**config.mk**
```make
export PLATFORM = sky130hd
export DESIGN_NAME = sensor_range_calibrate_and_map_top
export DESIGN_NICKNAME = d
export VERILOG_FILES = /design/src/hdl/srcm_pkg.sv /design/src/hdl/srcm_front.sv /design/src/hdl/srcm_queue.sv /design/src/hdl/srcm_back.sv /design/src/hdl/sensor_range_calibrate_and_map_top.sv
export SDC_FILE = /design/constraint.sdc
export NUM_CORES = 1
export LEC_CHECK = 0
export ABC_AREA = 1
export BUFFER_PORTS_ARGS = -buffer_cell sky130_fd_sc_hd__buf_4
export CAP_MARGIN = 15
export CORE_ASPECT_RATIO = 1.75
export CORE_MARGIN = 2
export CORE_UTILIZATION = 50
export CTS_CLUSTER_SIZE = 30
export DETAILED_ROUTE_END_ITERATION = 8
export GPL_TIMING_DRIVEN = 0
export PLACE_DENSITY_LB_ADDON = 0.15
export SLEW_MARGIN = 20
export SYNTH_ARGS = -nofsm -noshare
export SYNTH_HDL_FRONTEND = slang
export SYNTH_SLANG_ARGS = --single-unit
```
**constraint.sdc**
```tcl
create_clock -name clock -period 7.4 [get_ports clock]
set_input_delay 0.74 -clock clock [delete_from_list [all_inputs] [get_ports clock]]
set_output_delay 0.74 -clock clock [all_outputs]
set_load 0.01 [all_outputs]
```
**src/hdl/srcm_pkg.sv**
```systemverilog
// Package for the sensor range calibrate-and-map block.
// Holds widths, register indexes, the queue entry and status types and the back-end state type.
// No dependencies.
package srcm_pkg;

   // Converter sample width
   localparam int SAMPLE_BITS = 10;
   // Fixed field widths
   localparam int CNT_BITS    = 10;
   localparam int PWM_BITS    = 16;
   localparam int CSR_BITS    = 16;
   localparam int CSR_IDX_BITS = 2;

   // Product of a sample offset and the output span, and the divider step counter
   localparam int PROD_BITS   = SAMPLE_BITS + PWM_BITS;
   localparam int STEP_BITS   = $clog2(PROD_BITS);

   // Queue between the front and back ends
   localparam int QUEUE_DEPTH = 2;
   localparam int QPTR_BITS   = $clog2(QUEUE_DEPTH);
   localparam int QCNT_BITS   = $clog2(QUEUE_DEPTH + 1);

   // Register reset values
   localparam logic [CNT_BITS-1:0] CAL_SAMPLES_RST = CNT_BITS'(999);
   localparam logic [PWM_BITS-1:0] OUT_LOW_RST     = '0;
   localparam logic [PWM_BITS-1:0] OUT_HIGH_RST    = '1;

   // Register indexes
   localparam logic [CSR_IDX_BITS-1:0] CSR_CAL_SAMPLES = CSR_IDX_BITS'(0);
   localparam logic [CSR_IDX_BITS-1:0] CSR_OUT_LOW     = CSR_IDX_BITS'(1);
   localparam logic [CSR_IDX_BITS-1:0] CSR_OUT_HIGH    = CSR_IDX_BITS'(2);

   // One classified item as it waits for the back end
   typedef struct packed {
      logic                   calibrating; // answer 0 with the flag set
      logic                   degenerate;  // empty or inverted sensor range
      logic [SAMPLE_BITS-1:0] offset;      // clamped sample minus range minimum
      logic [SAMPLE_BITS-1:0] span;        // range maximum minus range minimum
   } srcm_entry_type;

   // Queue status seen by both ends
   typedef struct packed {
      logic full;
      logic empty;
   } srcm_qstat_type;

   // Back-end sequencer
   typedef enum logic [2:0] {
      ST_IDLE,
      ST_MUL,
      ST_DIV,
      ST_FIN,
      ST_OUT
   } srcm_state_type;

endpackage

```
**src/hdl/srcm_front.sv**
```systemverilog
// Front end: accepts samples, tracks the calibration range and phase, classifies each item.
// Depends on srcm_pkg.
module srcm_front import srcm_pkg::*; (
   input  logic                   clock,
   input  logic                   reset,
   input  logic                   req_valid,
   input  logic [SAMPLE_BITS-1:0] req_sample,
   output logic                   req_stall,
   input  logic [CNT_BITS-1:0]    cal_samples,
   input  srcm_qstat_type         qstat,
   output logic                   push,
   output srcm_entry_type         push_entry
);

   logic [CNT_BITS-1:0]    seen_count_ff, seen_count_in;
   logic                   mapping_ff, mapping_in;
   logic [SAMPLE_BITS-1:0] range_min_ff, range_min_in;
   logic [SAMPLE_BITS-1:0] range_max_ff, range_max_in;
   logic [CNT_BITS-1:0]    seen_next;
   logic [SAMPLE_BITS-1:0] clamped;

   // Accept whenever the queue has room
   assign req_stall = qstat.full;
   assign push      = req_valid && !qstat.full;

   // Classify the item against the current range
   always_comb begin
      if (req_sample < range_min_ff) begin
         clamped = range_min_ff;
      end else if (req_sample > range_max_ff) begin
         clamped = range_max_ff;
      end else begin
         clamped = req_sample;
      end
      push_entry.calibrating = !mapping_ff;
      push_entry.degenerate  = (range_max_ff <= range_min_ff);
      push_entry.offset      = clamped - range_min_ff;
      push_entry.span        = range_max_ff - range_min_ff;
   end

   // Calibration state update, saturating sample count
   always_comb begin
      seen_next     = (seen_count_ff != '1) ? seen_count_ff + CNT_BITS'(1) : seen_count_ff;
      seen_count_in = seen_count_ff;
      mapping_in    = mapping_ff;
      range_min_in  = range_min_ff;
      range_max_in  = range_max_ff;
      if (push && !mapping_ff) begin
         seen_count_in = seen_next;
         mapping_in    = (seen_next >= cal_samples);
         if (req_sample > range_max_ff) begin
            range_max_in = req_sample;
         end
         if (req_sample < range_min_ff) begin
            range_min_in = req_sample;
         end
      end
   end

   always_ff @(posedge clock) begin
      if (reset) begin
         seen_count_ff <= '0;
         mapping_ff    <= 1'b0;
         range_min_ff  <= '1;
         range_max_ff  <= '0;
      end else begin
         seen_count_ff <= seen_count_in;
         mapping_ff    <= mapping_in;
         range_min_ff  <= range_min_in;
         range_max_ff  <= range_max_in;
      end
   end

endmodule

```
**src/hdl/srcm_queue.sv**
```systemverilog
// Short queue of classified items between the front and back ends.
// Depends on srcm_pkg.
module srcm_queue import srcm_pkg::*; (
   input  logic           clock,
   input  logic           reset,
   input  logic           push,
   input  srcm_entry_type push_entry,
   input  logic           pop,
   output srcm_entry_type pop_entry,
   output srcm_qstat_type qstat
);

   srcm_entry_type       entry_ff [QUEUE_DEPTH];
   logic [QPTR_BITS-1:0] wr_ptr_ff, wr_ptr_in;
   logic [QPTR_BITS-1:0] rd_ptr_ff, rd_ptr_in;
   logic [QCNT_BITS-1:0] count_ff, count_in;

   assign qstat.full  = (count_ff == QCNT_BITS'(QUEUE_DEPTH));
   assign qstat.empty = (count_ff == '0);
   assign pop_entry   = entry_ff[rd_ptr_ff];

   // Pointer and fill count update
   always_comb begin
      wr_ptr_in = wr_ptr_ff;
      rd_ptr_in = rd_ptr_ff;
      count_in  = count_ff;
      if (push) begin
         wr_ptr_in = (wr_ptr_ff == QPTR_BITS'(QUEUE_DEPTH - 1)) ? '0
                                                              : wr_ptr_ff + QPTR_BITS'(1);
      end
      if (pop) begin
         rd_ptr_in = (rd_ptr_ff == QPTR_BITS'(QUEUE_DEPTH - 1)) ? '0
                                                              : rd_ptr_ff + QPTR_BITS'(1);
      end
      if (push && !pop) begin
         count_in = count_ff + QCNT_BITS'(1);
      end else if (pop && !push) begin
         count_in = count_ff - QCNT_BITS'(1);
      end
   end

   always_ff @(posedge clock) begin
      if (reset) begin
         wr_ptr_ff <= '0;
         rd_ptr_ff <= '0;
         count_ff  <= '0;
      end else begin
         wr_ptr_ff <= wr_ptr_in;
         rd_ptr_ff <= rd_ptr_in;
         count_ff  <= count_in;
      end
   end

   // Entry storage
   always_ff @(posedge clock) begin
      if (push) begin
         entry_ff[wr_ptr_ff] <= push_entry;
      end
   end

endmodule

```
**src/hdl/srcm_back.sv**
```systemverilog
// Back end: multiplies the offset by the output span, divides by the sensor span one
// quotient bit a cycle, adds the lower limit and holds the result. Depends on srcm_pkg.
module srcm_back import srcm_pkg::*; (
   input  logic                clock,
   input  logic                reset,
   input  srcm_qstat_type      qstat,
   input  srcm_entry_type      pop_entry,
   output logic                pop,
   input  logic [PWM_BITS-1:0] out_low,
   input  logic [PWM_BITS-1:0] out_high,
   output logic                rsp_valid,
   input  logic                rsp_stall,
   output logic [PWM_BITS-1:0] rsp_pwm_value,
   output logic                rsp_calibrating
);

   srcm_state_type         state_ff, state_in;
   logic                   bypass;
   logic                   div_last;
   logic [SAMPLE_BITS-1:0] offset_ff, offset_in;
   logic [SAMPLE_BITS-1:0] span_ff, span_in;
   logic [PROD_BITS-1:0]   prod_ff, prod_in;
   logic [SAMPLE_BITS:0]   rem_ff, rem_in;
   logic [STEP_BITS-1:0]   step_ff, step_in;
   logic [PWM_BITS-1:0]    result_ff, result_in;
   logic                   calib_ff, calib_in;
   logic [SAMPLE_BITS:0]   rem_shift;
   logic                   q_bit;
   logic [PWM_BITS-1:0]    span_out;

   // Items that need no division
   assign bypass   = pop_entry.calibrating || pop_entry.degenerate || (out_high < out_low);
   assign div_last = (step_ff == STEP_BITS'(PROD_BITS - 1));
   assign span_out = out_high - out_low;

   // Next state
   always_comb begin
      state_in = state_ff;
      unique case (state_ff)
         ST_IDLE: begin
            if (!qstat.empty) begin
               state_in = bypass ? ST_OUT : ST_MUL;
            end
         end
         ST_MUL:  state_in = ST_DIV;
         ST_DIV: begin
            if (div_last) begin
               state_in = ST_FIN;
            end
         end
         ST_FIN:  state_in = ST_OUT;
         ST_OUT: begin
            if (!rsp_stall) begin
               state_in = ST_IDLE;
            end
         end
         default: state_in = ST_IDLE;
      endcase
   end

   // Sequencer outputs
   always_comb begin
      pop       = (state_ff == ST_IDLE) && !qstat.empty;
      rsp_valid = (state_ff == ST_OUT);
   end

   // Restoring divide step: remainder stays below the span
   always_comb begin
      rem_shift = {rem_ff[SAMPLE_BITS-1:0], prod_ff[PROD_BITS-1]};
      q_bit     = (rem_shift >= {1'b0, span_ff});
   end

   // Datapath
   always_comb begin
      offset_in = offset_ff;
      span_in   = span_ff;
      prod_in   = prod_ff;
      rem_in    = rem_ff;
      step_in   = step_ff;
      result_in = result_ff;
      calib_in  = calib_ff;
      unique case (state_ff)
         ST_IDLE: begin
            offset_in = pop_entry.offset;
            span_in   = pop_entry.span;
            calib_in  = pop_entry.calibrating;
            result_in = pop_entry.calibrating ? '0 : out_low;
         end
         ST_MUL: begin
            prod_in = PROD_BITS'(offset_ff) * PROD_BITS'(span_out);
            rem_in  = '0;
            step_in = '0;
         end
         ST_DIV: begin
            rem_in  = q_bit ? (rem_shift - {1'b0, span_ff}) : rem_shift;
            prod_in = {prod_ff[PROD_BITS-2:0], q_bit};
            step_in = step_ff + STEP_BITS'(1);
         end
         ST_FIN: begin
            // quotient never exceeds the output span
            result_in = prod_ff[PWM_BITS-1:0] + out_low;
         end
         ST_OUT: begin
         end
         default: begin
         end
      endcase
   end

   always_ff @(posedge clock) begin
      if (reset) begin
         state_ff <= ST_IDLE;
      end else begin
         state_ff <= state_in;
      end
   end

   always_ff @(posedge clock) begin
      offset_ff <= offset_in;
      span_ff   <= span_in;
      prod_ff   <= prod_in;
      rem_ff    <= rem_in;
      step_ff   <= step_in;
      result_ff <= result_in;
      calib_ff  <= calib_in;
   end

   assign rsp_pwm_value   = result_ff;
   assign rsp_calibrating = calib_ff;

endmodule

```
**src/hdl/sensor_range_calibrate_and_map_top.sv**
```systemverilog
// Sensor range calibrate-and-map. The first cal_samples samples calibrate the sensor range
// (running minimum and maximum) and answer pwm_value 0 with calibrating set; later samples
// are clamped into that range and mapped linearly onto [out_low, out_high]. Timing: the
// front end takes one item per cycle into a two-entry queue while it has room, so it keeps
// accepting while the back end works. The back end handles one item at a time: a
// calibration item, or one with an empty sensor range or inverted limits, skips the
// multiply and divide; a mapped item goes through the 26-step restoring divider that
// produces one quotient bit per cycle. There is no clearing pass after reset.
// Depends on srcm_pkg, srcm_front, srcm_queue and srcm_back.
module sensor_range_calibrate_and_map_top import srcm_pkg::*; (
   input  logic                    clock,
   input  logic                    reset,
   input  logic                    req_valid,
   output logic                    req_stall,
   input  logic [SAMPLE_BITS-1:0]  req_sample,
   output logic                    rsp_valid,
   input  logic                    rsp_stall,
   output logic [PWM_BITS-1:0]     rsp_pwm_value,
   output logic                    rsp_calibrating,
   input  logic                    csr_wr_en,
   input  logic [CSR_IDX_BITS-1:0] csr_index,
   input  logic [CSR_BITS-1:0]     csr_wr_data
);

   logic [CNT_BITS-1:0] cal_samples_ff, cal_samples_in;
   logic [PWM_BITS-1:0] out_low_ff, out_low_in;
   logic [PWM_BITS-1:0] out_high_ff, out_high_in;
   srcm_qstat_type      qstat;
   srcm_entry_type      push_entry;
   srcm_entry_type      pop_entry;
   logic                push;
   logic                pop;

   // Configuration registers; unknown indexes are dropped
   always_comb begin
      cal_samples_in = cal_samples_ff;
      out_low_in     = out_low_ff;
      out_high_in    = out_high_ff;
      if (csr_wr_en) begin
         unique case (csr_index)
            CSR_CAL_SAMPLES: cal_samples_in = csr_wr_data[CNT_BITS-1:0];
            CSR_OUT_LOW:     out_low_in     = csr_wr_data[PWM_BITS-1:0];
            CSR_OUT_HIGH:    out_high_in    = csr_wr_data[PWM_BITS-1:0];
            default: begin
            end
         endcase
      end
   end

   always_ff @(posedge clock) begin
      if (reset) begin
         cal_samples_ff <= CAL_SAMPLES_RST;
         out_low_ff     <= OUT_LOW_RST;
         out_high_ff    <= OUT_HIGH_RST;
      end else begin
         cal_samples_ff <= cal_samples_in;
         out_low_ff     <= out_low_in;
         out_high_ff    <= out_high_in;
      end
   end

   srcm_front u_front (
      .clock       (clock),
      .reset       (reset),
      .req_valid   (req_valid),
      .req_sample  (req_sample),
      .req_stall   (req_stall),
      .cal_samples (cal_samples_ff),
      .qstat       (qstat),
      .push        (push),
      .push_entry  (push_entry)
   );

   srcm_queue u_queue (
      .clock      (clock),
      .reset      (reset),
      .push       (push),
      .push_entry (push_entry),
      .pop        (pop),
      .pop_entry  (pop_entry),
      .qstat      (qstat)
   );

   srcm_back u_back (
      .clock           (clock),
      .reset           (reset),
      .qstat           (qstat),
      .pop_entry       (pop_entry),
      .pop             (pop),
      .out_low         (out_low_ff),
      .out_high        (out_high_ff),
      .rsp_valid       (rsp_valid),
      .rsp_stall       (rsp_stall),
      .rsp_pwm_value   (rsp_pwm_value),
      .rsp_calibrating (rsp_calibrating)
   );

endmodule

```
# After elaboration in Yosys (flattened, before gate mapping)
# Memory sizes are Yosys's and may differ from the RTL's. A register that Yosys moved wholly into a read port is not among the register bits.
# Index checks and enable logic that the tools add are counted.
# totals
regBits	158
latch_bits	0
ramBits	44
mem_bits_ro	0
input_bits	33
output_inout_bits	19
memories	1
# memory_table
name	words	width	read_ports	rd_ports_with_merged_regs	wr	line_no	text
u_queue.entry_ff	2	22	1	1	1	srcm_queue.sv:13	srcm_entry_type entry_ff [QUEUE_DEPTH];
# op_classes
addsub	11
n_mul	1
div	0
magnitude_cmp	6
eq_ne	12
shift	0
muxes	22
bitwise_logic	0
reduce_logical	24
# op_table
operator	count
$pmux 26 s2	1
$mux 10	4
$pmux 16 s2	1
$sub 10x10->10	3
$mul 10x16->26	1
$pmux 10 s2	1
$add 16x16->16	1
$lt 16x16->1	1
$mux 16	1
$sub 16x16->16	1
$pmux 3 s5	1
$mux 3	4
$ge 11x10->1	1
$add 10x1->10 const B	1
$ge 10x10->1	1
$gt 10x10->1	1
$le 10x10->1	1
$lt 10x10->1	1
$ne 10x10->1 const B	1
$pmux 5 s2	1
$reduce_and 2->1	5
$eq 3x2->1 const B	2
$mux 1	6
$reduce_bool 2->1	3
18 further kinds	32

# Longest topological paths before layout
# Gate-level depths: netlist of run 1.
# depth
word_depth	7
ltp_mapped	30
ltp_nobuf	30

# Cells and area by module
# From an unflattened synthesis of run 1, not the netlist that was laid out.
# hier_totals
cells_unflattened	2237
hier_area_um2	17689.5
# modules_own_cells
mod	n_inst	cells_per_inst	area_each_um2
srcm_back	1	1451	10980.5
srcm_front	1	459	3226.8
srcm_queue	1	101	1818.0
sensor_range_calibrate_and_map_top	1	226	1664.1

# Worst setup path before layout of run 1
# Ideal clock, no wire load.
# synth_path
path_type	reg-to-reg
from	reg out_low_ff[0]
to	reg u_back.prod_ff[13], data pin
arrival_time_ns	5.484
required_ns	7.132
path_slack_ns	1.648
path_stages_with_launch	26
synth_period_minus_slack_ns	5.752
path_cell_list	dfxtp_1 > ha_1 > fa_1 > o21ai_2 > nand2_1 > nand2_1 > or2_2 > nand2_1 > inv_1 > nand2_1 > fa_1 > inv_1 > fa_1 > inv_1 > fa_1 > inv_1 > fa_1 > inv_1 > fa_1 > inv_1 > ha_1 > a21oi_1 > nand3_1 > a21oi_1 > xor2_1 > o21ai_0
# synth_between
elab_chain_cells	3
# synth_rtl
item	line_no	text
start, declared	sensor_range_calibrate_and_map_top.sv:26	logic [PWM_BITS-1:0] out_low_ff, out_low_in;
start signal, assigned	sensor_range_calibrate_and_map_top.sv:57	out_low_ff <= out_low_in;
$sub 16x16->16	srcm_back.sv:34	assign span_out = out_high - out_low;
$mul 10x16->26	srcm_back.sv:90	prod_in = PROD_BITS'(offset_ff) * PROD_BITS'(span_out);
$pmux 26 s2	srcm_back.sv:82	unique case (state_ff)
via u_back.prod_in[13]	srcm_back.sv:22	logic [PROD_BITS-1:0] prod_ff, prod_in;
end signal, assigned	srcm_back.sv:121	prod_ff <= prod_in;
end, declared	srcm_back.sv:22	
# The timed path passes the listed nets, and every way through them passes these cells.
# A chain may end at the register's enable or synchronous reset.

# Worst setup path in the final report of run 1
# layout_path
from	reg out_low_ff[0]
to	reg u_back.prod_ff[21], data pin
# The elaborated chain is that of the path after synthesis.

==> metrics.md, run 1 <==
| Metric | Value |
|---|---|
| Crit path largest cell delay | `0.60 ns` |
| Reg-to-reg startpoint | `out_low_ff[0]` |
| Die X | `approximately 140 um` |
| HPWL after detailed placement | `just under 40,000 um` |
| Synth Area in XOR/XNOR | `0.0310` |
| Setup TNS | `0 ns` |
| H-tree depth | `1` |
| Clk_skew | `0.0278 ns` |
| Reg2reg end | `u_back.prod_ff[21]` |
| Vias | `14,100` |
| Vias per cell | `between 5 and 6` |
| Gr ovfl total | `0` |
| Post-CTS Setup Repair Bufs | `0` |
| Fin. max-slew vios | `0` |
| Sequential area share after synthesis | `0.315` |
| 1st-iter DRT viols | `about 650` |
| Achievable frequency | `0.142 GHz` |
| Multiplexer area fraction after synthesis | `0` |
| Final min period | `approximately 7.0 ns` |
| Largest family of logic cells by synthesized area | `adder cells` |
| Synthesized Nets | `2,356` |
| Worst hold endpoint | `out_high_ff[15]` |
| Max-slew headroom | `0.475` |
| YS warnings | `0` |
| Crit path max-delay family | `adder cells` |
| Post-synthesis compound-gate area fraction | `0.117` |
| #FFs+latches synth | `203` |
| Row count | `88` |
| Syn Std Cell Area | `16,800 um2` |
| WL/cell | `approximately 18 um` |
| Area leader, netlist | `edfxtp_1` |
| Ant. Diodes | `0` |
| DRT Pass-1 Iters | `5` |
| Dpl cells | `2,515` |
| Post-CTS resize count | `0` |
| Critical path data required time | `7.66 ns` |
| NumNets Final | `2,435` |
| Clk slew on worst S/H paths | `0.07 ns` |
| Worst setup SP type | `register` |
| Asr flop ratio synth | `0` |
| Synth cell types | `50` |
| Crit-path slowest cell | `fa_1` |
| Critical path capture point type | `register` |
| Cell mode on critical path | `fa_1` |
| Antenna violations before repair | `0` |
| Worst Path Class, Setup | `reg2reg` |
| Min-delay src | `csr_wr_data[15]` |
| Num Clock Sinks | `203` |
| Core footprint | `between 30,000 and 40,000 um2` |
| Number of global-route vias before repair | `14,700` |
| Synthesized area per cell | `approximately 8.2 um2` |
| Largest net degree at the start of global routing | `23` |
| Fillers | `3,089` |
| Gate count after technology mapping | `roughly 2,100` |
| IO buf count | `a little over 50` |
| First-pass GRT wire length | `approximately 75,000 um` |
| Max cap viols | `0` |
| Post-synth EDFFs | `122` |
| WL final | `46,400 um` |
| Reg2reg setup slack | `between 0.3 and 0.4 ns` |
| Placer Congestion | `0.970` |
| RSZ-0062 raised after global routing | `no` |
| Total CTS buffers | `21` |
| Gr usage total | `0.275` |
| Hold Path Depth | `3` |
| ANT nets after route | `0` |
| Area share of fa/ha/maj cells after synthesis | `0.252` |
| CTS tree | `yes` |
| Clk buf depth | `3` |
| Hold crit path type | `in2reg` |
| Top_reg_cell synth | `edfxtp_1` |
| Most frequent cells in the layout | `nand2_1, inv_1, nor2_1` |
| Finish-stage setup viols | `0` |
| WP buf/inv | `4` |
| Die ar. | `35,100 um2` |
| Syn-to-layout area delta | `9.81%` |
| Drc violations | `0` |
| Share of the synthesized area in the top cell type | `0.218` |
| Most common cell after layout, fill and taps aside | `nand2_1` |
| Critical path arrival | `7.29 ns` |
| Fin crit share | `0.950` |
| Clock latency at the later pin of the worst-skew pair | `0.53 ns` |
| Dominant cells by area after synthesis | `edfxtp_1, fa_1, ha_1, dfxtp_1, nand2_1` |
| # IOs | `52` |
| CTS root buffer | `clkbuf_16` |
| Hold buffer count at CTS | `0` |
| Hold Vio Cnt, Final | `0` |
| Layout cell share with drive strength beyond 1 | `0.0661` |
| Starting Density | `0.508` |
| Worst Path Max Fanout | `5` |
| Reg2Reg Depth | `26` |
| Slew @ Worst Pin | `0.788 ns` |
| Die Ht | `246 um` |
| Simple-Gate Fraction of Synth Area | `0.205` |
| Status | `completed` |
| Final Non-Filler Cells | `2,553` |
[how the worst max path moves through the flow]
stage	from	endpoint	slack, ns	cells after the start
2_1_floorplan	out_low_ff[0]	u_back.prod_ff[13]	1.65	25
3_3_place_gp	out_low_ff[0]	u_back.prod_ff[13]	0.54	25
3_5_place_dp	out_low_ff[0]	u_back.prod_ff[21]	0.50	26
4_1_cts	out_low_ff[0]	u_back.prod_ff[21]	0.46	26
5_1_grt	out_low_ff[0]	u_back.prod_ff[21]	0.05	26
6_report	out_low_ff[0]	u_back.prod_ff[21]	0.37	26
[layout make-up]
class,instances,area [um2],share of cell area
clock inverter,17,140,0.00761
tap,405,507,0.0275
sequential,203,5290,0.287
multi-input combinational,1498,10200,0.552
buffer,51,205,0.0111
timing repair buffer,56,452,0.0245
clock buffer,21,526,0.0285
inverter,302,1130,0.0616
[metrics by stage]
| stage | hold WS (ns) | util | setup WS (ns) | area (um2) |
|---|---|---|---|---|
| finish | 0.430 | 0.557 | 0.371 | 18400 |
| global route | 0.430 | 0.557 | 0.0504 | 18400 |
| CTS | 0.409 | 0.557 | 0.461 | 18400 |
| detailed placement | 0.466 | 0.537 | 0.495 | 17700 |
| global placement | 0.457 | 0.535 | 0.538 | 17700 |
| floorplan | 0.435 | - | 1.65 | 16800 |
[metal layers]
| metal | wire length [um] | GRT usage | share of wire | vias to the layer above |
|---|---|---|---|---|
| met5 | 0 | 0 | 0 | - |
| met4 | 3210 | 0.169 | 0.069 | 0 |
| met3 | 1480 | 0.0259 | 0.032 | 149 |
| met2 | 25200 | 0.531 | 0.54 | 330 |
| met1 | 16500 | 0.278 | 0.36 | 6742 |
| li1 | - | - | - | 6907 |
[synth_stat cells (2+ instances only)]
master	instances
buf_2	11
nand3_1	127
o21ai_1	7
o21bai_1	4
o21ai_0	132
a211oi_1	2
buf_1	2
nor2_1	190
and2_1	4
fa_1	115
xor2_2	3
a21oi_2	3
inv_2	4
o21a_1	4
nand2_4	2
xnor2_1	22
a21boi_2	2
a21oi_1	165
edfxtp_1	122
a21o_1	10
nand3b_1	6
or2_1	6
o21ai_2	4
xor2_1	28
o211ai_1	13
o31ai_1	4
nand4_1	22
a31oi_1	3
dfxtp_1	81
nand2_2	3
inv_1	297
ha_1	154
or2_2	7
nand2_1	422
nand3_2	3
nor3_1	14
o32ai_1	3
xnor2_2	2
clkbuf_1	38
nor4_1	3
[state kept, by name, indices dropped and copies added, names as in the netlist, 2 cells and up, named ones only]
signal                 count
u_queue.entry_ff          44
u_front.range_max_ff      10
u_back.state_ff            3
u_back.rem_ff             10
u_back.offset_ff          10
u_front.seen_count_ff     10
out_low_ff                16
u_back.rsp_pwm_value      16
u_back.prod_ff            26
u_back.span_ff            10
u_back.step_ff             5
out_high_ff               16
u_queue.count_ff           2
u_front.range_min_ff      10
cal_samples_ff            10
[kinds of logic (layout without fill, tap and decap cells)]
logic type / after synthesis / after routing
AO/OA/AOI/OAI: 359 / 359
XOR/XNOR: 55 / 55
adder cells (fa/ha/maj): 269 / 269
buffers and inverters: 353 / 447
flip-flops: 203 / 203
AND/OR/NAND/NOR: 815 / 815
[tightest hold or removal path: cells and delay by family]
| kind | cells | cell delay, ns |
|---|---|---|
| buffers and inverters | 1 | 0.08 |
| AND/OR/NAND/NOR | 2 | 0.09 |
Power of run 1 is left out: the tool's default activity adds up to more than one toggle a clock period on the data nets, which glitch-free logic cannot reach.
==> inputs of run 2 (changes only) <==
- CAP_MARGIN: 15 -> default
- CORE_UTILIZATION: 50 -> 56
- REMOVE_ABC_BUFFERS: default -> 1
==> run 2 against run 1 <==
Effect of this change:
- cell count is 2.9% lower
- clock skew is 0.0063 ns lower
- count of clock-buffer cells in the layout is 5 higher
- sequential share of layout area is 0.35 points higher
- maximum frequency is 0.97% higher
- cell area is 1.2% lower
- critical path type unchanged
- critical endpoint is now u_back.prod_ff[13]
- highest routed layer unchanged
==> metrics.md, run 2 (synthesized netlist as in run 1, its figures left out) <==
| Metric | Value |
|---|---|
| Critical path arrival | `7.20 ns` |
| Max cap viols | `0` |
| Max-slew headroom | `0.308` |
| DRT Pass-1 Iters | `6` |
| Hold crit path type | `in2reg` |
| Number of global-route vias before repair | `14,000` |
| Layout cell share with drive strength beyond 1 | `0.0639` |
| Critical path capture point type | `register` |
| CTS root buffer | `clkbuf_16` |
| Drc violations | `0` |
| NumNets Final | `2,385` |
| Vias | `13,900` |
| 1st-iter DRT viols | `710` |
| Crit-path slowest cell | `fa_1` |
| Row count | `83` |
| Clk_skew | `0.0215 ns` |
| ANT nets after route | `0` |
| Status | `completed` |
| Die ar. | `roughly 31,000 um2` |
| Largest reg by FF count | `u_queue.entry_ff` |
| Most frequent cells in the layout | `nand2_1, inv_1, nor2_1` |
| Clock latency at the later pin of the worst-skew pair | `0.52 ns` |
| HPWL after detailed placement | `roughly 34,000 um` |
| Reg2reg end | `u_back.prod_ff[13]` |
| Fin. max-slew vios | `0` |
| Die Ht | `about 230 um` |
| Finish-stage setup viols | `0` |
| Achievable frequency | `0.144 GHz` |
| Worst setup SP type | `register` |
| Slew @ Worst Pin | `1.02 ns` |
| Total CTS buffers | `21` |
| Critical path data required time | `7.64 ns` |
| # IOs | `52` |
| Clk buf depth | `3` |
| Fin crit share | `0.941` |
| Most common cell after layout, fill and taps aside | `nand2_1` |
| Post-CTS Setup Repair Bufs | `0` |
| Ant. Diodes | `0` |
| Setup TNS | `0 ns` |
| Crit path largest cell delay | `~0.54 ns` |
| IO buf count | `51` |
| Reg-to-reg startpoint | `out_low_ff[0]` |
| Reg2Reg Depth | `25` |
| Biggest regs | `u_queue.entry_ff: 44 flops, u_back.prod_ff: 26 flops` |
| Worst Path Max Fanout | `6` |
| Vias per cell | `about 5.6` |
| Gr ovfl total | `0` |
| H-tree depth | `1` |
| Antenna violations before repair | `0` |
| Hold buffer count at CTS | `0` |
| Num Clock Sinks | `203` |
| Worst Path Class, Setup | `reg2reg` |
| Final min period | `just under 7 ns` |
| Largest net degree at the start of global routing | `51` |
| Clk slew on worst S/H paths | `0.07 ns` |
| Syn-to-layout area delta | `8.50%` |
| First-pass GRT wire length | `70,900 um` |
| Reg2reg setup slack | `about 0.44 ns` |
| WL final | `42,800 um` |
| Hold Path Depth | `3` |
| Gr usage total | `0.286` |
| Post-CTS resize count | `0` |
| Largest register FFs | `44` |
| Hold Vio Cnt, Final | `0` |
| Die X | `135 um` |
| Starting Density | `0.571` |
| CTS tree | `yes` |
| Core footprint | `29,400 um2` |
| RSZ-0062 raised after global routing | `no` |
| Placer Congestion | `just under 1` |
| Final hold slack | `0.432 ns` |
| Worst hold endpoint | `out_high_ff[13]` |
| WL/cell | `17.3 um` |
| Min-delay src | `csr_wr_data[13]` |
==> run 2: cell count changes in the layout (fill, tap and decap cells not counted), sizes merged <==
| cell | delta |
|---|---|
| clkbuf | -33 |
| buf | -12 |
| clkinvlp | -2 |
| inv | -2 |
| clkinv | -1 |
==> run 2: stage by stage <==
step / utilization / area, um2 / instances / setup slack, ns
floorplan: - / 16600 / 2003 / 1.63
global placement: 0.593 / 17400 / 2436 / 0.528
detailed placement: 0.597 / 17500 / 2442 / 0.533
CTS: 0.619 / 18200 / 2480 / 0.510
global route: 0.619 / 18200 / 2480 / 0.225
finish: 0.619 / 18200 / 2480 / 0.438
==> run 2: final cells by class <==
cell class	count	area (um2)
Sequential cell	203	5290
Multi-Input combinational cell	1498	10200
Clock buffer	26	564
Clock inverter	12	88.8
Fill cell	2642	11200
Timing Repair Buffer	57	468
Tap cell	382	478
Inverter	302	1130
==> run 2: how the worst max path moves through the flow <==
stage	from	to	depth (start not counted)
floorplan	out_low_ff[0]	u_back.prod_ff[13]	25
global placement	out_low_ff[0]	u_back.prod_ff[13]	25
detailed placement	out_low_ff[0]	u_back.prod_ff[13]	25
CTS	out_low_ff[0]	u_back.prod_ff[13]	25
global route	out_low_ff[1]	u_back.prod_ff[21]	22
finish	out_low_ff[0]	u_back.prod_ff[13]	25
==> run 2: critical path: cells and delay by family, from the launching register on <==
family                     cells  cell delay [ns]
adders and majority gates      8             3.61
and+or+nand+nor                6             0.93
AOI/OAI and AO/OA              4             0.90
buffers and inverters          6             0.56
DFF                            1             0.35
xor gates and xnor gates       1             0.33
==> run 2: layer usage <==
metal / up-vias / wire, um / global-route usage
li1: 6796 / - / -
met1: 6638 / 16200 / 0.314
met2: 301 / 23000 / 0.541
met3: 117 / 1170 / 0.0231
met4: 0 / 2430 / 0.147
met5: - / 0 / 0
Power of run 2 is left out for the same reason.
